--- config.mk ---
export PLATFORM = sky130hd
export DESIGN_NAME = sapq_cell
export DESIGN_NICKNAME = d
export VERILOG_FILES = /design/src/rtl/sorted_array_priority_queue_macros.svh /design/src/rtl/sapq_pkg.sv /design/src/rtl/sapq_cell.sv
export SDC_FILE = /design/constraint.sdc
export NUM_CORES = 1
export LEC_CHECK = 0
export ABC_AREA = 1
export CAP_MARGIN = 20
export CORE_ASPECT_RATIO = 1.25
export CORE_UTILIZATION = 32
export CTS_CLUSTER_DIAMETER = 80
export CTS_CLUSTER_SIZE = 30
export DETAILED_ROUTE_END_ITERATION = 16
export DONT_BUFFER_PORTS = 1
export PLACE_DENSITY = 0.59
export SYNTH_ARGS = -nofsm -noshare
export SYNTH_HDL_FRONTEND = slang
export SYNTH_SLANG_ARGS = --single-unit
--- constraint.sdc ---
create_clock -name clock -period 2.44 [get_ports clock]
set_clock_uncertainty 0.15 [all_clocks]
set_input_delay 0.244 -clock clock [delete_from_list [all_inputs] [get_ports clock]]
set_output_delay 0.244 -clock clock [all_outputs]
set_load 0.02 [all_outputs]
--- src/rtl/sorted_array_priority_queue_macros.svh ---
// assertion helpers for the sorted array priority queue
`ifndef SORTED_ARRAY_PRIORITY_QUEUE_MACROS_SVH
`define SORTED_ARRAY_PRIORITY_QUEUE_MACROS_SVH

// property that holds in every cycle out of reset
`define SAPQ_ALWAYS(label, expr) \
   label: assert property (@(posedge clock) disable iff (reset) (expr)) \
      else $error("sapq check failed");

// consequence in the cycle after the trigger
`define SAPQ_NEXT(label, trig, expr) \
   label: assert property (@(posedge clock) disable iff (reset) (trig) |=> (expr)) \
      else $error("sapq check failed");

`endif

--- src/rtl/sapq_pkg.sv ---
package sapq_pkg;

   localparam int DEPTH_DEFAULT    = 64;
   localparam int KEY_BITS_DEFAULT = 16;
   localparam int TAG_BITS_DEFAULT = 16;
   localparam int MODE_BITS        = 3;

   typedef enum logic [MODE_BITS-1:0] {
      MODE_OFFER      = 3'd0,
      MODE_POLL       = 3'd1,
      MODE_PEEK       = 3'd2,
      MODE_READ       = 3'd3,
      MODE_REMOVE_TAG = 3'd4,
      MODE_REMOVE_AT  = 3'd5,
      MODE_SIZE       = 3'd6
   } mode_type;

   typedef enum logic [1:0] {
      CELL_HOLD,
      CELL_OFFER,
      CELL_SHIFT
   } cell_cmd_type;

   // per-cell status seen by the controller
   typedef struct packed {
      logic gt;     // holds an entry with a larger key than the offered one
      logic ins;    // takes the offered entry itself
      logic match;  // holds an entry with the tag on the bus
      logic sel;    // sits at the selected position
   } cell_stat_type;

endpackage

--- src/rtl/sapq_cell.sv ---
module sapq_cell import sapq_pkg::*; #(
   parameter int DEPTH    = DEPTH_DEFAULT,
   parameter int KEY_BITS = KEY_BITS_DEFAULT,
   parameter int TAG_BITS = TAG_BITS_DEFAULT,
   parameter int INDEX    = 0,
   localparam int CW      = $clog2(DEPTH + 1)
) (
   input  logic                clock,
   input  cell_cmd_type        cmd,
   input  logic [CW-1:0]       count,
   input  logic [CW-1:0]       thr,
   input  logic [KEY_BITS-1:0] new_key,
   input  logic [TAG_BITS-1:0] new_tag,
   input  logic                left_gt,
   input  logic [KEY_BITS-1:0] left_key,
   input  logic [TAG_BITS-1:0] left_tag,
   input  logic [KEY_BITS-1:0] right_key,
   input  logic [TAG_BITS-1:0] right_tag,
   output logic [KEY_BITS-1:0] cell_key,
   output logic [TAG_BITS-1:0] cell_tag,
   output cell_stat_type       stat
);

   localparam logic [CW-1:0] POS = CW'(INDEX);

   logic [KEY_BITS-1:0] key_ff, key_in;
   logic [TAG_BITS-1:0] tag_ff, tag_in;
   logic                occupied;
   logic                slot;

   always_comb begin
      occupied   = POS < count;
      stat.gt    = occupied && (new_key < key_ff);
      slot       = stat.gt || (POS == count);
      stat.ins   = slot && !left_gt;
      stat.match = occupied && (tag_ff == new_tag);
      stat.sel   = POS == thr;
      key_in     = key_ff;
      tag_in     = tag_ff;
      unique case (cmd)
         CELL_OFFER: begin
            if (slot) begin
               key_in = left_gt ? left_key : new_key;
               tag_in = left_gt ? left_tag : new_tag;
            end
         end
         CELL_SHIFT: begin
            if (POS >= thr) begin
               key_in = right_key;
               tag_in = right_tag;
            end
         end
         default: begin
         end
      endcase
   end

   always_ff @(posedge clock) begin
      key_ff <= key_in;
      tag_ff <= tag_in;
   end

   assign cell_key = key_ff;
   assign cell_tag = tag_ff;

endmodule

==> results.json <==
{
  "stdcell_count": 395,
  "start_kind": "register",
  "gr-total-overflow": 0,
  "drt-total-wl_mm": 6.06,
  "post_cts_buffers": 0,
  "hp-class": "input pin to register",
  "dp_cells": 388,
  "htree_levels": 2,
  "tns_ns": 0,
  "numCtsBuffers": 5,
  "grt_pass1_vias": 2045,
  "crit_path_end_kind": "primary output",
  "grt_pass1_wl_mm": 9.51,
  "max-cap-violations": 0,
  "area_growth_pct": 12.8,
  "die_area_um2": 7560,
  "fmax_mhz": 453,
  "grt_max_degree": 35,
  "slew_headroom_pct": 61.3,
  "rows": 34,
  "crit_required_ns": 2.05,
  "vias": 2044,
  "die_height_um": 97.0,
  "seq_area_frac_synth_pct": 41.6,
  "multi_input_area_um2": 1170,
  "cts_tree": "built",
  "wl_per_cell_um": 15.3,
  "yosysTopAreaCellShare_pct": 41.6,
  "ys_types": 25,
  "crit_chain": "inv_1, ha_1, a21oi_1, nor2_1, nor3_1, nand2_1, nand2_1, nand2_1, a21oi_1, buf_4",
  "final_common_cell": "a21oi_1",
  "outcome": "completed",
  "drtIter0Drc": 66,
  "rsz0062_at_grt": "no",
  "power.density_nw_per_um2": 566,
  "drive_above_1_share_pct": 10.5,
  "worstSkewPairLatency_ns": 0.27,
  "drc_errors": 0,
  "clkSinkCount": 32,
  "cp_num_buf_inv": 2,
  "critPathMaxStageDelay_ns": 0.39,
  "synth_nets": 422,
  "place_congestion": 0.768,
  "syn_area_um2": 2310,
  "path_clk_slew_ns": 0.07,
  "power.leakage_nw": 1.12,
  "drv_slew": 0,
  "final_cell_mix": "a21oi_1, nand2_1, nor2_1, edfxtp_1, inv_1",
  "io_pins": 150,
  "critPathArrivalTime_ns": 1.82,
  "synth-seq-cells": 32,
  "ant_nets": 0,
  "ys.warnings.count": 0,
  "period_share_pct": 90.5,
  "antenna_found_initial": 0,
  "seqCellArea_um2": 961,
  "ctsHoldBuffers": 0,
  "place_hpwl_mm": 4.55,
  "crit_family": "simple AND/OR/NAND/NOR gates",
  "path_class": "register to primary output",
  "die_w_um": 78.0,
  "layout_min_cycle_time_ns": 2.21,
  "hold_viol_final": 0,
  "nets": 436,
  "port_buffers": 0,
  "clock_path_buffers": 2,
  "crit_fanout": 3,
  "syn-instance-count": 291,
  "setup-violations-final": 0,
  "via_per_inst": 5.17,
  "grt_usage_pct": 16.2,
  "crit_top_cell": "nand2_1",
  "firstDrtPassIters": 4,
  "nFillCells": 752,
  "antennaDiodeCount": 0,
  "start_util_pct": 33.1,
  "synth_area_leader_cell": "edfxtp_1",
  "total_power_mw": 1.48,
  "core_area_um2": 6980,
  "synth.area.top_cells": "edfxtp_1, a21oi_1, ha_1, nand2_1, nor2_1",
  "worst_pin_slew_ns": 0.580,
  "cts_resized": 0,
  "synth_area_per_cell_um2": 7.94,
  "peakVddDrop_uv": 230,
  "cp_slowest_cell": "edfxtp_1",
  "cts_root_buf": "clkbuf_8"
}
-- cell families (layout without fill, tap and decap cells) --
kind of cell             Yosys count  in the layout  synth area share, %
XOR/XNOR                          11             11                 4.17
AO/OA/AOI/OAI                     76             76                 17.3
flip-flops                        32             32                 41.6
buffers and inverters             44             58                 7.75
adder cells (fa/ha/maj)           17             17                 9.21
AND/OR/NAND/NOR                  111            111                 19.9
-- area by class of cell --
class / count / share of cell area [%]
Multi-Input combinational cell: 215 / 44.9
Inverter: 30 / 4.46
Sequential cell: 32 / 36.9
Clock inverter: 2 / 0.288
Clock buffer: 5 / 2.64
Timing Repair Buffer: 21 / 6.53
Tap cell: 90 / 4.32
-- stage by stage --
step                hold slack (ns)  area (um^2)  setup WS, ns  utilization (%)
finish                       0.0497         2610         0.231             37.4
floorplan                     0.324         2310         0.117                -
global route                 0.0462         2610        0.0474             37.4
global placement              0.329         2530         0.296             36.3
detailed placement            0.335         2530         0.264             36.3
CTS                          0.0375         2610         0.209             37.4
-- path summary, 6_finish.rpt --
kind	start	to	slack, ns	cells past startpoint
hold / removal	right_key[0]	cell_key[0]$_DFFE_PP_	0.05	2
setup reg to reg	cell_key[5]$_DFFE_PP_	cell_tag[9]$_DFFE_PP_	0.28	12
setup / recovery	cell_key[5]$_DFFE_PP_	stat[2]	0.23	10
hold reg to reg	cell_key[14]$_DFFE_PP_	cell_key[13]$_DFFE_PP_	1.32	10
-- cells in the mapped netlist --
cell       n
buf_4      1
clkbuf_1   5
nand4_1    1
a21oi_1   70
a211oi_1   1
nand3_1    7
ha_1      17
inv_1     29
xnor2_1    2
inv_2      1
xor2_1     9
nor2_1    44
a221oi_2   1
buf_2      8
nor3_2     1
o21ai_1    1
nand2_1   52
a221oi_1   1
nor4_1     1
nor4_2     2
or2_1      2
nor3_1     1
a21o_1     1
edfxtp_1  32
o22ai_1    1
-- flip-flops by register name, summed over array words and instances, names as in the netlist --
signal / count
cell_key: 16
cell_tag: 16
-- routing by layer --
metal | vias to the layer above | wire (um) | track usage (%)
met5 | - | 0 | 0
met4 | 0 | 90 | 5.27
met3 | 7 | 573 | 4.91
met2 | 118 | 3070 | 29.9
met1 | 911 | 2330 | 17.2
li1 | 1008 | - | -
-- where the power goes --
part	total, mW	internal, mW	switching (mW)
Clock	0.375	0.188	0.187
Combinational	0.350	0.141	0.209
Sequential	0.750	0.682	0.0685
-- worst register-to-register path, stage by stage (launching register included) --
cell        delay (ns)
edfxtp_1          0.39
inv_1             0.07
ha_1              0.23
a21oi_1           0.13
nor2_1            0.05
nor3_1            0.13
nand2_1           0.08
nand2_1           0.07
nand2_1           0.08
nand3_1           0.07
nand2_1           0.09
clkinvlp_4        0.10
buf_4             0.22
Note: power is estimated with default switching activity, not from simulation.
